### config.mk
export PLATFORM = sky130hd
export DESIGN_NAME = flat_json_string_map_parser_top
export DESIGN_NICKNAME = d
export VERILOG_FILES = /design/src/rtl/core/fjsp_pkg.sv /design/src/rtl/core/fjsp_front.sv /design/src/rtl/core/fjsp_queue.sv /design/src/rtl/core/fjsp_back.sv /design/src/rtl/core/flat_json_string_map_parser_top.sv
export SDC_FILE = /design/constraint.sdc
export NUM_CORES = 1
export LEC_CHECK = 0
export ABC_CLOCK_PERIOD_IN_PS = 3870
export CAP_MARGIN = 5
export CORE_MARGIN = 5
export CORE_UTILIZATION = 46
export DETAILED_ROUTE_END_ITERATION = 16
export DONT_BUFFER_PORTS = 1
export GPL_TIMING_DRIVEN = 0
export PLACE_DENSITY = 0.58
export RECOVER_POWER = 25
export SLEW_MARGIN = 20
export SYNTH_ARGS = -nofsm -noshare
export SYNTH_HDL_FRONTEND = slang
export SYNTH_SLANG_ARGS = --single-unit
export TNS_END_PERCENT = 50
### constraint.sdc
create_clock -name clk -period 3.87 [get_ports clk]
set_input_delay 0 -clock clk [delete_from_list [all_inputs] [get_ports clk]]
set_output_delay 0 -clock clk [all_outputs]
set_load 0.005 [all_outputs]
### src/rtl/core/fjsp_pkg.sv
// Shared types and constants for the flat JSON string-map parser.
// Depends on nothing; imported by every module of the block.
`default_nettype none

package fjsp_pkg;

	// result kinds
	localparam logic [2:0] KIND_KEY_BYTE = 3'd0;
	localparam logic [2:0] KIND_VAL_BYTE = 3'd1;
	localparam logic [2:0] KIND_KEY_END  = 3'd2;
	localparam logic [2:0] KIND_PAIR_END = 3'd3;
	localparam logic [2:0] KIND_OK       = 3'd4;
	localparam logic [2:0] KIND_EMPTY    = 3'd5;
	localparam logic [2:0] KIND_ERROR    = 3'd6;

	// burst queue depth between parser and serialiser
	localparam int FJSP_QUEUE_DEPTH = 4;

	// up to four results caused by one input byte, all of one kind
	typedef struct packed {
		logic [3:0][7:0] data;
		logic [2:0]      kind;
		logic [1:0]      last_idx;
	} burst_t;

	// queue status seen by both sides
	typedef struct packed {
		logic full;
		logic empty;
	} q_status_t;

endpackage

`default_nettype wire

### src/rtl/core/fjsp_front.sv
// Parser front end: accepts one document byte per cycle while in_fire is high and
// classifies it into a burst of up to four results. Depends on fjsp_pkg.
`default_nettype none

module fjsp_front (
	input  wire logic            clk,
	input  wire logic            arst_n,
	input  wire logic            in_fire,
	input  wire logic [7:0]      in_byte,
	input  wire logic            in_eot,
	output fjsp_pkg::burst_t     push_ent,
	output logic                 push
);
	import fjsp_pkg::*;

	// parser phases
	localparam logic [3:0] PH_OPEN       = 4'd0;
	localparam logic [3:0] PH_AFTER_OPEN = 4'd1;
	localparam logic [3:0] PH_KEY        = 4'd2;
	localparam logic [3:0] PH_STRING     = 4'd3;
	localparam logic [3:0] PH_ESCAPE     = 4'd4;
	localparam logic [3:0] PH_HEX        = 4'd5;
	localparam logic [3:0] PH_BSLASH2    = 4'd6;
	localparam logic [3:0] PH_U2         = 4'd7;
	localparam logic [3:0] PH_HEX2       = 4'd8;
	localparam logic [3:0] PH_COLON      = 4'd9;
	localparam logic [3:0] PH_VALUE      = 4'd10;
	localparam logic [3:0] PH_AFTER_VAL  = 4'd11;

	// characters
	localparam logic [7:0] CH_SPACE  = 8'h20;
	localparam logic [7:0] CH_TAB    = 8'h09;
	localparam logic [7:0] CH_LF     = 8'h0A;
	localparam logic [7:0] CH_CR     = 8'h0D;
	localparam logic [7:0] CH_BS     = 8'h08;
	localparam logic [7:0] CH_FF     = 8'h0C;
	localparam logic [7:0] CH_LBRACE = 8'h7B;
	localparam logic [7:0] CH_RBRACE = 8'h7D;
	localparam logic [7:0] CH_QUOTE  = 8'h22;
	localparam logic [7:0] CH_BSLASH = 8'h5C;
	localparam logic [7:0] CH_SLASH  = 8'h2F;
	localparam logic [7:0] CH_COLON  = 8'h3A;
	localparam logic [7:0] CH_COMMA  = 8'h2C;
	localparam logic [7:0] CH_LOW_N  = 8'h6E;
	localparam logic [7:0] CH_LOW_T  = 8'h74;
	localparam logic [7:0] CH_LOW_R  = 8'h72;
	localparam logic [7:0] CH_LOW_B  = 8'h62;
	localparam logic [7:0] CH_LOW_F  = 8'h66;
	localparam logic [7:0] CH_LOW_U  = 8'h75;

	function automatic logic is_space(input logic [7:0] c);
		return (c == CH_SPACE) || (c == CH_TAB) || (c == CH_LF) || (c == CH_CR);
	endfunction

	// hex digit value, bit 4 flags a valid digit
	function automatic logic [4:0] hex_val(input logic [7:0] c);
		logic [4:0] r;
		r = 5'd0;
		if (c >= 8'h30 && c <= 8'h39)
			r = {1'b1, c[3:0]};
		else if ((c >= 8'h61 && c <= 8'h66) || (c >= 8'h41 && c <= 8'h46))
			r = {1'b1, c[3:0] + 4'd9};
		return r;
	endfunction

	// UTF-8 encoding of one code point, kind left at zero
	function automatic burst_t utf8_enc(input logic [20:0] cp);
		burst_t b;
		b = '0;
		if (cp[20:7] == '0) begin
			b.data[0]  = {1'b0, cp[6:0]};
			b.last_idx = 2'd0;
		end else if (cp[20:11] == '0) begin
			b.data[0]  = {3'b110, cp[10:6]};
			b.data[1]  = {2'b10, cp[5:0]};
			b.last_idx = 2'd1;
		end else if (cp[20:16] == '0) begin
			b.data[0]  = {4'b1110, cp[15:12]};
			b.data[1]  = {2'b10, cp[11:6]};
			b.data[2]  = {2'b10, cp[5:0]};
			b.last_idx = 2'd2;
		end else begin
			b.data[0]  = {5'b11110, cp[20:18]};
			b.data[1]  = {2'b10, cp[17:12]};
			b.data[2]  = {2'b10, cp[11:6]};
			b.data[3]  = {2'b10, cp[5:0]};
			b.last_idx = 2'd3;
		end
		return b;
	endfunction

	logic [3:0]  phase_q, phase_d;
	logic        in_value_q, in_value_d;
	logic [11:0] hex_acc_q, hex_acc_d;
	logic [1:0]  hex_cnt_q, hex_cnt_d;
	logic [9:0]  high_sur_q, high_sur_d;
	logic        finished_q, finished_d;

	logic        has_res;
	logic        failed;
	burst_t      res;
	logic [4:0]  digit;
	logic [15:0] code;
	logic [20:0] pair_cp;

	assign digit   = hex_val(in_byte);
	assign code    = {hex_acc_q, digit[3:0]};
	assign pair_cp = 21'h10000 + {1'b0, high_sur_q, code[9:0]};

	// classify the byte and work out the next parser state
	always_comb begin
		phase_d    = phase_q;
		in_value_d = in_value_q;
		hex_acc_d  = hex_acc_q;
		hex_cnt_d  = hex_cnt_q;
		high_sur_d = high_sur_q;
		finished_d = finished_q;
		has_res    = 1'b0;
		failed     = 1'b0;
		res        = '0;

		if (!finished_q) begin
			unique case (phase_q)
				PH_OPEN: begin
					if (in_byte == CH_LBRACE)
						phase_d = PH_AFTER_OPEN;
					else if (!is_space(in_byte))
						failed = 1'b1;
				end
				PH_AFTER_OPEN, PH_KEY: begin
					if (is_space(in_byte)) begin
						// skip
					end else if (in_byte == CH_RBRACE && phase_q == PH_AFTER_OPEN) begin
						has_res    = 1'b1;
						res.kind   = KIND_EMPTY;
						finished_d = 1'b1;
					end else if (in_byte == CH_QUOTE) begin
						in_value_d = 1'b0;
						phase_d    = PH_STRING;
					end else begin
						failed = 1'b1;
					end
				end
				PH_STRING: begin
					if (in_byte == CH_QUOTE) begin
						has_res = 1'b1;
						if (in_value_q) begin
							res.kind   = KIND_PAIR_END;
							in_value_d = 1'b0;
							phase_d    = PH_AFTER_VAL;
						end else begin
							res.kind = KIND_KEY_END;
							phase_d  = PH_COLON;
						end
					end else if (in_byte == CH_BSLASH) begin
						phase_d = PH_ESCAPE;
					end else begin
						has_res     = 1'b1;
						res.data[0] = in_byte;
						res.kind    = {2'b00, in_value_q};
					end
				end
				PH_ESCAPE: begin
					phase_d     = PH_STRING;
					res.kind    = {2'b00, in_value_q};
					has_res     = 1'b1;
					case (in_byte)
						CH_QUOTE, CH_BSLASH, CH_SLASH: res.data[0] = in_byte;
						CH_LOW_N: res.data[0] = CH_LF;
						CH_LOW_T: res.data[0] = CH_TAB;
						CH_LOW_R: res.data[0] = CH_CR;
						CH_LOW_B: res.data[0] = CH_BS;
						CH_LOW_F: res.data[0] = CH_FF;
						CH_LOW_U: begin
							has_res   = 1'b0;
							hex_acc_d = '0;
							hex_cnt_d = '0;
							phase_d   = PH_HEX;
						end
						default: begin
							has_res = 1'b0;
							failed  = 1'b1;
						end
					endcase
				end
				PH_HEX, PH_HEX2: begin
					if (!digit[4]) begin
						failed = 1'b1;
					end else if (hex_cnt_q != 2'd3) begin
						hex_acc_d = code[11:0];
						hex_cnt_d = hex_cnt_q + 2'd1;
					end else begin
						hex_acc_d = '0;
						hex_cnt_d = '0;
						if (phase_q == PH_HEX) begin
							if (code[15:10] == 6'b110110) begin
								// high surrogate: wait for its partner
								high_sur_d = code[9:0];
								phase_d    = PH_BSLASH2;
							end else begin
								phase_d  = PH_STRING;
								has_res  = 1'b1;
								res      = utf8_enc({5'd0, code});
								res.kind = {2'b00, in_value_q};
							end
						end else if (code[15:10] != 6'b110111) begin
							failed = 1'b1;
						end else begin
							phase_d    = PH_STRING;
							high_sur_d = '0;
							has_res    = 1'b1;
							res        = utf8_enc(pair_cp);
							res.kind   = {2'b00, in_value_q};
						end
					end
				end
				PH_BSLASH2: begin
					if (in_byte == CH_BSLASH)
						phase_d = PH_U2;
					else
						failed = 1'b1;
				end
				PH_U2: begin
					if (in_byte == CH_LOW_U) begin
						hex_acc_d = '0;
						hex_cnt_d = '0;
						phase_d   = PH_HEX2;
					end else begin
						failed = 1'b1;
					end
				end
				PH_COLON: begin
					if (in_byte == CH_COLON)
						phase_d = PH_VALUE;
					else if (!is_space(in_byte))
						failed = 1'b1;
				end
				PH_VALUE: begin
					if (in_byte == CH_QUOTE) begin
						in_value_d = 1'b1;
						phase_d    = PH_STRING;
					end else if (!is_space(in_byte)) begin
						failed = 1'b1;
					end
				end
				PH_AFTER_VAL: begin
					if (is_space(in_byte)) begin
						// skip
					end else if (in_byte == CH_COMMA) begin
						phase_d = PH_KEY;
					end else if (in_byte == CH_RBRACE) begin
						has_res    = 1'b1;
						res.kind   = KIND_OK;
						finished_d = 1'b1;
					end else begin
						failed = 1'b1;
					end
				end
				default: failed = 1'b1;
			endcase

			// an error, or text ending before the document closes, stands alone
			if (failed || (in_eot && !finished_d)) begin
				has_res    = 1'b1;
				res        = '0;
				res.kind   = KIND_ERROR;
				finished_d = 1'b1;
			end
		end

		// end of text: return to the initial state
		if (in_eot) begin
			phase_d    = PH_OPEN;
			in_value_d = 1'b0;
			hex_acc_d  = '0;
			hex_cnt_d  = '0;
			high_sur_d = '0;
			finished_d = 1'b0;
		end
	end

	assign push     = in_fire && has_res;
	assign push_ent = res;

	// advance parser state on each accepted byte
	always_ff @(posedge clk or negedge arst_n) begin
		if (!arst_n) begin
			phase_q    <= PH_OPEN;
			in_value_q <= 1'b0;
			hex_acc_q  <= '0;
			hex_cnt_q  <= '0;
			high_sur_q <= '0;
			finished_q <= 1'b0;
		end else if (in_fire) begin
			phase_q    <= phase_d;
			in_value_q <= in_value_d;
			hex_acc_q  <= hex_acc_d;
			hex_cnt_q  <= hex_cnt_d;
			high_sur_q <= high_sur_d;
			finished_q <= finished_d;
		end
	end

endmodule

`default_nettype wire

### src/rtl/core/fjsp_queue.sv
// Short burst queue between parser front end and output serialiser.
// Depends on fjsp_pkg for the burst and status types.
`default_nettype none

module fjsp_queue #(
	parameter int DEPTH = fjsp_pkg::FJSP_QUEUE_DEPTH
) (
	input  wire logic                clk,
	input  wire logic                arst_n,
	input  wire logic                push,
	input  wire fjsp_pkg::burst_t    push_ent,
	input  wire logic                pop,
	output fjsp_pkg::burst_t         head,
	output fjsp_pkg::q_status_t      stat
);
	import fjsp_pkg::*;

	localparam int PW = (DEPTH > 1) ? $clog2(DEPTH) : 1;
	localparam int CW = $clog2(DEPTH + 1);
	localparam logic [PW-1:0] LAST_PTR = PW'(DEPTH - 1);
	localparam logic [CW-1:0] FULL_CNT = CW'(DEPTH);

	burst_t        slots_q [DEPTH];
	logic [PW-1:0] wr_ptr_q, rd_ptr_q;
	logic [CW-1:0] count_q;
	logic          do_push, do_pop;

	assign stat.full  = (count_q == FULL_CNT);
	assign stat.empty = (count_q == '0);
	assign do_push    = push && !stat.full;
	assign do_pop     = pop && !stat.empty;
	assign head       = slots_q[rd_ptr_q];

	// store incoming burst
	always_ff @(posedge clk) begin
		if (do_push)
			slots_q[wr_ptr_q] <= push_ent;
	end

	// advance pointers and occupancy
	always_ff @(posedge clk or negedge arst_n) begin
		if (!arst_n) begin
			wr_ptr_q <= '0;
			rd_ptr_q <= '0;
			count_q  <= '0;
		end else begin
			if (do_push)
				wr_ptr_q <= (wr_ptr_q == LAST_PTR) ? '0 : wr_ptr_q + 1'b1;
			if (do_pop)
				rd_ptr_q <= (rd_ptr_q == LAST_PTR) ? '0 : rd_ptr_q + 1'b1;
			if (do_push && !do_pop)
				count_q <= count_q + 1'b1;
			else if (do_pop && !do_push)
				count_q <= count_q - 1'b1;
		end
	end

endmodule

`default_nettype wire

### src/rtl/core/fjsp_back.sv
// Output serialiser: drains each queued burst one result per cycle, while the
// output is not stalled, into a registered output stage. Depends on fjsp_pkg.
`default_nettype none

module fjsp_back (
	input  wire logic                clk,
	input  wire logic                arst_n,
	input  wire fjsp_pkg::burst_t    head,
	input  wire fjsp_pkg::q_status_t stat,
	output logic                     pop,
	output logic                     out_valid,
	input  wire logic                out_ready,
	output logic [7:0]               out_byte,
	output logic [2:0]               out_kind,
	output logic                     out_last
);
	import fjsp_pkg::*;

	logic       vld_q;
	logic [1:0] idx_q;
	logic [7:0] byte_q;
	logic [2:0] kind_q;
	logic       last_q;
	logic       load;
	logic       at_last;

	assign load    = !stat.empty && (!vld_q || out_ready);
	assign at_last = (idx_q == head.last_idx);
	assign pop     = load && at_last;

	// output valid and burst position
	always_ff @(posedge clk or negedge arst_n) begin
		if (!arst_n) begin
			vld_q <= 1'b0;
			idx_q <= '0;
		end else begin
			if (load) begin
				vld_q <= 1'b1;
				idx_q <= at_last ? 2'd0 : idx_q + 2'd1;
			end else if (out_ready) begin
				vld_q <= 1'b0;
			end
		end
	end

	// output payload
	always_ff @(posedge clk) begin
		if (load) begin
			byte_q <= head.data[idx_q];
			kind_q <= head.kind;
			last_q <= at_last;
		end
	end

	assign out_valid = vld_q;
	assign out_byte  = byte_q;
	assign out_kind  = kind_q;
	assign out_last  = last_q;

endmodule

`default_nettype wire

### src/rtl/core/flat_json_string_map_parser_top.sv
// Top level of the flat JSON string-map parser: front end, burst queue and
// output serialiser. Depends on fjsp_pkg, fjsp_front, fjsp_queue, fjsp_back.
//
//  channel | dir | tdata          | tuser          | tlast
//  s_*     | in  | [7:0] in_byte  | -              | end_of_text
//  m_*     | out | [7:0] out_byte | [2:0] out_kind | last_of_run
//
// A byte is accepted in any cycle the burst queue has room; the parser state
// advances once per byte. Each byte yields zero to four results, which the
// serialiser sends at one per cycle while the output is not stalled; each
// burst is written into the queue when its byte is accepted, and its results
// leave through the registered output stage. Reset clears parser state, queue
// pointers and output valid at once. A stalled output backs up into the queue,
// then drops s_tready.
`default_nettype none

module flat_json_string_map_parser_top #(
	parameter int QUEUE_DEPTH = fjsp_pkg::FJSP_QUEUE_DEPTH
) (
	input  wire logic       clk,
	input  wire logic       arst_n,
	input  wire logic       s_tvalid,
	output logic            s_tready,
	input  wire logic [7:0] s_tdata,   // [7:0] in_byte
	input  wire logic       s_tlast,   // end_of_text
	output logic            m_tvalid,
	input  wire logic       m_tready,
	output logic [7:0]      m_tdata,   // [7:0] out_byte
	output logic [2:0]      m_tuser,   // [2:0] out_kind
	output logic            m_tlast    // last_of_run
);
	import fjsp_pkg::*;

	burst_t    push_ent;
	burst_t    head;
	q_status_t stat;
	logic      push;
	logic      pop;
	logic      in_fire;

	assign s_tready = !stat.full;
	assign in_fire  = s_tvalid && s_tready;

	fjsp_front u_front (
		.clk      (clk),
		.arst_n   (arst_n),
		.in_fire  (in_fire),
		.in_byte  (s_tdata),
		.in_eot   (s_tlast),
		.push_ent (push_ent),
		.push     (push)
	);

	fjsp_queue #(
		.DEPTH (QUEUE_DEPTH)
	) u_queue (
		.clk      (clk),
		.arst_n   (arst_n),
		.push     (push),
		.push_ent (push_ent),
		.pop      (pop),
		.head     (head),
		.stat     (stat)
	);

	fjsp_back u_back (
		.clk       (clk),
		.arst_n    (arst_n),
		.head      (head),
		.stat      (stat),
		.pop       (pop),
		.out_valid (m_tvalid),
		.out_ready (m_tready),
		.out_byte  (m_tdata),
		.out_kind  (m_tuser),
		.out_last  (m_tlast)
	);

	// markers and status results are single, carry no byte
	a_marker_alone: assert property (@(posedge clk) disable iff (!arst_n)
		(m_tvalid && (m_tuser == KIND_KEY_END || m_tuser == KIND_PAIR_END ||
		 m_tuser == KIND_OK || m_tuser == KIND_EMPTY || m_tuser == KIND_ERROR))
		|-> (m_tlast && m_tdata == 8'd0))
		else $error("marker result not alone or carries a byte");

	// no kind code beyond error ever leaves
	a_kind_range: assert property (@(posedge clk) disable iff (!arst_n)
		m_tvalid |-> (m_tuser != 3'd7))
		else $error("undefined result kind");

	// queue cannot be full and empty together
	a_queue_stat: assert property (@(posedge clk) disable iff (!arst_n)
		!(stat.full && stat.empty))
		else $error("queue status inconsistent");

	// a burst is only popped when the output stage takes its final result
	a_pop_load: assert property (@(posedge clk) disable iff (!arst_n)
		pop |=> (m_tvalid && m_tlast))
		else $error("burst popped without its final result");

endmodule

`default_nettype wire
== After elaboration in Yosys (flattened, before gate mapping) ==
Memory sizes are Yosys's and may differ from the RTL's.
Cells that the tools add are included.
Storage, ports and cells
  memories kept: 1
  RAM bits: 148
  output and inout bits: 14
  flip-flop bits (word level): 52
  input port bits: 13
  word-level logic and storage cells: 268
Memory list
  u_queue.slots_q: depth 4, bits a word 37, rd ports 1, clocked after memory_dff 0, write ports 1, line fjsp_queue.sv:23  | burst_t slots_q [DEPTH];
Operators by class
  eq/ne operators: 53
  $lt $le $gt $ge: 7
  add/subtract/negate cells: 8
  reduce and logical (&&, ||, !) cells: 49
  muxes and demuxes: 136
Operator list (number)
  37-bit two-way mux: 7
  10-bit two-way mux: 8
  8-bit by 7-bit == test with 1-bit output (second input constant): 9
  4-bit two-way mux: 17
  12-bit two-way mux: 5
  1-bit two-way mux: 48
  16-bit two-way mux: 3
  24-bit two-way mux: 2
  8-bit two-way mux: 6
  8-bit case mux with 6 select lines: 1
  8-bit by 6-bit == test with 1-bit output (second input constant): 5
  4-bit case mux with 10 select lines: 1
  3-bit two-way mux: 10
  2-bit two-way mux: 14
  8-bit by 4-bit == test with 1-bit output (second input constant): 3
  3-bit by 2-bit inequality test with 1-bit output (second input constant): 8
  12-bit case mux with 2 select lines: 1
  8-bit case mux with 3 select lines: 1
  22-bit two-way mux: 1
  17-bit by 20-bit adder with 21-bit output (first input constant): 1
  8-bit binary-select mux with 2-bit select: 1
  4-bit by 3-bit == test with 1-bit output (second input constant): 4
  4-bit == test (second input constant): 4
  8-bit by 7-bit >= comparator with 1-bit output (second input constant): 2
  other kinds (50): 91

== Longest topological paths before layout ==
  depth after elaboration: 18
  gate-level depth with buffers: 16
  depth with buffers taken out: 14

== By module ==
From an unflattened synthesis, not the netlist that was laid out.
Second synthesis, totals
  cell total of the unflattened synthesis: 774
  area, all modules: 10207.3 µm²
Modules (own cells, without submodules)
  fjsp_queue: sequential area each 4619.4 µm², times used 1, cells an instance 230, area an instance 5803.1 µm²
  fjsp_front: sequential area each 750.7 µm², times used 1, cells an instance 500, area an instance 3639.7 µm²
  fjsp_back: sequential area each 435.4 µm², times used 1, cells an instance 42, area an instance 754.5 µm²
  flat_json_string_map_parser_top: sequential area each 0.0 µm², times used 1, cells an instance 2, area an instance 10.0 µm²

== Worst setup path after synthesis ==
Ideal clock, no wire load.
  path kind: input -> register
  start point: in s_tdata[0]
  end point: mem u_queue.slots_q[3][0] (netlist name) (enable)
  stages: 11
  slack: 0.528 ns
  library setup time: 0.393 ns
  path buffers: 2
  arrival time: 2.949 ns
  required time: 3.477 ns
  cells stage by stage: inv_1 ha_1 buf_2 or3b_2 and3_1 buf_2 nor3_1 a211o_1 nor4_1 a311oi_1 and2_1
On the way
  longest elaborated chain between the ends: 16
  elaborated cells on any way between the ends: 71
  those cells by class: order compare (6); eq/ne (17); mux (33); reduce/logical (15)
Ends and longest elaborated chain
  start: declaration: line flat_json_string_map_parser_top.sv:24  | input wire logic [7:0] s_tdata,
  branches (longest 10 deep; another with 8-bit by 7-bit >= comparator with 1-bit output)
  1-bit two-way mux *: line fjsp_front.sv:263  | if (failed || (in_eot && !finished_d)) begin
  1-bit two-way mux *: line fjsp_front.sv:122  | if (!finished_q) begin
  1-bit logical AND *: line fjsp_front.sv:282  | assign push = in_fire && has_res;
  1-bit logical AND *: line fjsp_queue.sv:30  | assign do_push = push && !stat.full;
  net u_queue.do_push: line fjsp_queue.sv:26  | logic do_push, do_pop;
  1-bit two-way mux *: line fjsp_queue.sv:36  | if (do_push)
  1-bit two-way mux (not written as such) *: line fjsp_queue.sv:37  | slots_q[wr_ptr_q] <= push_ent;
  end: declaration: line fjsp_queue.sv:23
Mark *: on every way through the listed nets, which the timed path passes. The select of a mux whose other input is x is not followed.

==> results.sh <==
export IMPL_drt_iter0_drc=615
export IMPL_path_delay_family="simple AND/OR/NAND/NOR gates"
export IMPL_antenna_found_initial=0
export IMPL_skew_ps=13.0
export IMPL_pin_count=27
export IMPL_rsz0062_at_grt="no"
export IMPL_initial_core_util=0.470
export IMPL_cp_cell_sequence="clkbuf_1, nor2b_2, and4_1, a211o_1, or4_4, or4_1, clkbuf_1, a21oi_1"
export IMPL_ys_ff_latch=184
export IMPL_crit_slowest_cell="or4_4"
export IMPL_outcome="finished with violations"
export IMPL_synth_avg_cell_area_um2=12.6
export IMPL_tritoncts="done"
export IMPL_max_vdd_ir_drop_mv=0.319
export IMPL_yosysWarnings=0
export IMPL_synthTopCellsByCount="edfxtp_1, nand2_1, nor2_1"
export IMPL_worstPathArrival_ps=3840
export IMPL_placeableCoreArea_um2=19700
export IMPL_synthTopCellsByArea="edfxtp_1, dfrtp_1, mux4_2, nand2_1, a21oi_1"
export IMPL_dieArea_um2=23000
export IMPL_yosysSeqAreaShare=0.576
export IMPL_fp_dieH_um=152
export IMPL_post_drt_wl_per_cell_um=22.8
export IMPL_synth_ff_type="edfxtp_1"
export IMPL_cpPeakStageDelay_ps=580
export IMPL_timing_critical_path_depth=8
export IMPL_slew_headroom=-0.591
export IMPL_p_leak_nw=3.43
export IMPL_nNetsFinal=787
export IMPL_rr_worst_depth=8
export IMPL_layoutNonFillerInstCount=1039
export IMPL_yosys_area_top_type="edfxtp_1"
export IMPL_yosysMostFrequentCell="edfxtp_1"
export IMPL_path_class="register to register"
export IMPL_start_kind="register"
export IMPL_synthToLayoutAreaGrowth_pct=11.9
export IMPL_ant_nets=0
export IMPL_n_antenna_cell=0
export IMPL_placed_area_um2=9670
export IMPL_post_route_period_util=0.953
export IMPL_drc_errors=0
export IMPL_synthCells=732
export IMPL_first_pass_iters=7
export IMPL_setup_viol=0
export IMPL_overflow=0
export IMPL_dieWidth_um=152
export IMPL_dp_cells=1001
export IMPL_hold_class="input pin to register"
export IMPL_rows=51
export IMPL_path_buf_inv=2
export IMPL_p_total_mw=5.88
export IMPL_totalWireLength_um=23700
export IMPL_numClockSinks=184
export IMPL_routabilityCongestion=0.931
export IMPL_final_fill_count=1685
export IMPL_avgViaCountPerCell=6.15
export IMPL_dp_hpwl_um=17200
export IMPL_critPathRequiredTime_ps=4030
export IMPL_hold_depth=2
export IMPL_track_usage=0.216
export IMPL_violations="max-capacitance violations, max-slew violations"
export IMPL_synth_edf_count=144
export IMPL_power_density_nw_per_um2=568
export IMPL_clock_latency_ps=430
export IMPL_drive_gt1_frac=0.151
export IMPL_slew_viol_final=41
export IMPL_synth_nets=758
export IMPL_clkSlewWorstSetupHoldPaths_ps=80
export IMPL_netlist_area_um2=9250
export IMPL_crit_path_frequent_cell="clkbuf_1"
export IMPL_drv_cap=1
export IMPL_numCtsBuffers=17
export IMPL_finalHoldViolCount=0
export IMPL_crit_path_end_kind="register"
export IMPL_grt_first_pass_wirelength_um=37200
export IMPL_cp_max_fo=10
export IMPL_postCtsSetupRepairBufs=0
export IMPL_min_period_ps=3690
export IMPL_htreeDepth=4
export IMPL_yosysTopAreaCellShare=0.468
export IMPL_vias=6390
export IMPL_stdcell_area_um2=10300
export IMPL_grt_max_degree=41
export IMPL_max_freq_mhz=271
export IMPL_first_global_vias=6441
export IMPL_setup_ws_ps=181
export IMPL_tns_ps=0
export IMPL_clk_path_buf_depth=2
export IMPL_synthDistinctLibCells=74
export IMPL_post_place_ws_ps=-495
export IMPL_synth_async_reset_ratio=0.217
export IMPL_root_buffer="clkbuf_16"
export IMPL_tightest_slew_ps=2390
export IMPL_io_buffer_count=0
-- through the flow --
stage               hold slack (ps)   util
CTS                            12.2  0.526
global placement               -294  0.487
global route                   55.9  0.526
floorplan                      -296      -
finish                         43.4  0.526
detailed placement             -294  0.492
-- registers in the layout, indices dropped and copies added, names as in the netlist, 2 cells and up --
signal              flops
u_queue.wr_ptr_q        2
u_queue.count_q         3
u_back.out_byte         8
u_back.idx_q            2
u_front.hex_cnt_q       2
u_front.high_sur_q     10
u_back.out_kind         3
u_queue.rd_ptr_q        2
u_front.hex_acc_q      12
u_front.phase_q         4
u_queue.slots_q       132
-- final timing paths --
check	from	endpoint	slack [ps]
setup reg to reg	u_front.phase_q[3]	u_queue.slots_q[3][6]	180
max in group asynchronous	arst_n	u_front.hex_acc_q[4]	1680
hold reg to reg	u_front.hex_cnt_q[1]	u_front.hex_cnt_q[1]	510
setup / recovery	u_front.phase_q[3]	u_queue.slots_q[3][6]	180
hold / removal	s_tdata[0]	u_queue.slots_q[3][5]	40
min in group asynchronous	arst_n	u_front.phase_q[0]	830
-- power by group --
part / internal [mW] / total, mW / switching, mW
Clock: 0.914 / 1.71 / 0.796
Sequential: 2.49 / 2.61 / 0.128
Combinational: 0.703 / 1.56 / 0.853
-- cells in the final DEF, fill, tap and decap left out, types with 5 or more instances in the layout --
cell type | synthesis | routed
a211oi_1 | 11 | 11
a21o_1 | 5 | 5
a21oi_1 | 43 | 43
a22o_1 | 9 | 9
a22oi_1 | 10 | 10
buf_2 | 9 | 9
clkbuf_1 | 29 | 31
clkbuf_16 | 0 | 17
dfrtp_1 | 40 | 40
dlygate4sd3_1 | 0 | 5
edfxtp_1 | 144 | 144
ha_1 | 12 | 12
inv_1 | 17 | 17
mux4_2 | 39 | 39
nand2_1 | 64 | 64
nand2b_1 | 12 | 12
nand3_1 | 16 | 16
nor2_1 | 55 | 55
nor2b_1 | 11 | 9
nor3_1 | 23 | 22
nor3_2 | 5 | 5
nor4_1 | 9 | 8
o211ai_1 | 7 | 7
o21ai_0 | 39 | 39
o31ai_1 | 10 | 10
-- cell type report --
class	count	area (um2)	share of cell area
sequential	184	5330	0.515
multi-input combinational	486	3710	0.358
clock buffer	17	425	0.0411
tap	265	332	0.0321
buffer	45	195	0.0189
clock inverter	15	156	0.0151
timing repair buffer	10	141	0.0137
inverter	17	63.8	0.00617
-- cells by family (layout without fill, tap and decap cells) --
kind of cell    count (synthesis)  count (layout)  share of synthesized area
simple gates                  242             242                      0.137
xor+xnor                        7               7                    0.00663
buf+inv                        62             104                     0.0280
mux                            47              47                      0.104
compound gates                177             177                      0.129
fa+ha+maj                      13              13                     0.0184
flops                         184             184                      0.576
-- worst reg2reg max path: stages, from the launching register on --
cell and delay (ps):
dfrtp_1 430, clkbuf_1 410, nor2b_2 170, and4_1 240, a211o_1 360, or4_4 580
or4_1 510, clkbuf_1 220, a21oi_1 490
-- per-layer routing --
metal | track usage | vias to the layer above | wire (um)
met1 | 0.288 | 3219 | 10200
met4 | 0.0593 | 0 | 489
met2 | 0.366 | 206 | 12000
li1 | - | 2919 | -
met3 | 0.0384 | 46 | 1090
met5 | 0 | - | 0
-- repair_timing --
| item | 4_1_cts | 5_1_grt |
|---|---|---|
| resized for setup | 3 | 4 |
| hold buffers | 6 | 0 |
| setup endpoints to repair | 114 | 27 |
| hold endpoints to repair | 51 | 0 |
No activity file was read; power rests on OpenSTA's default activity.
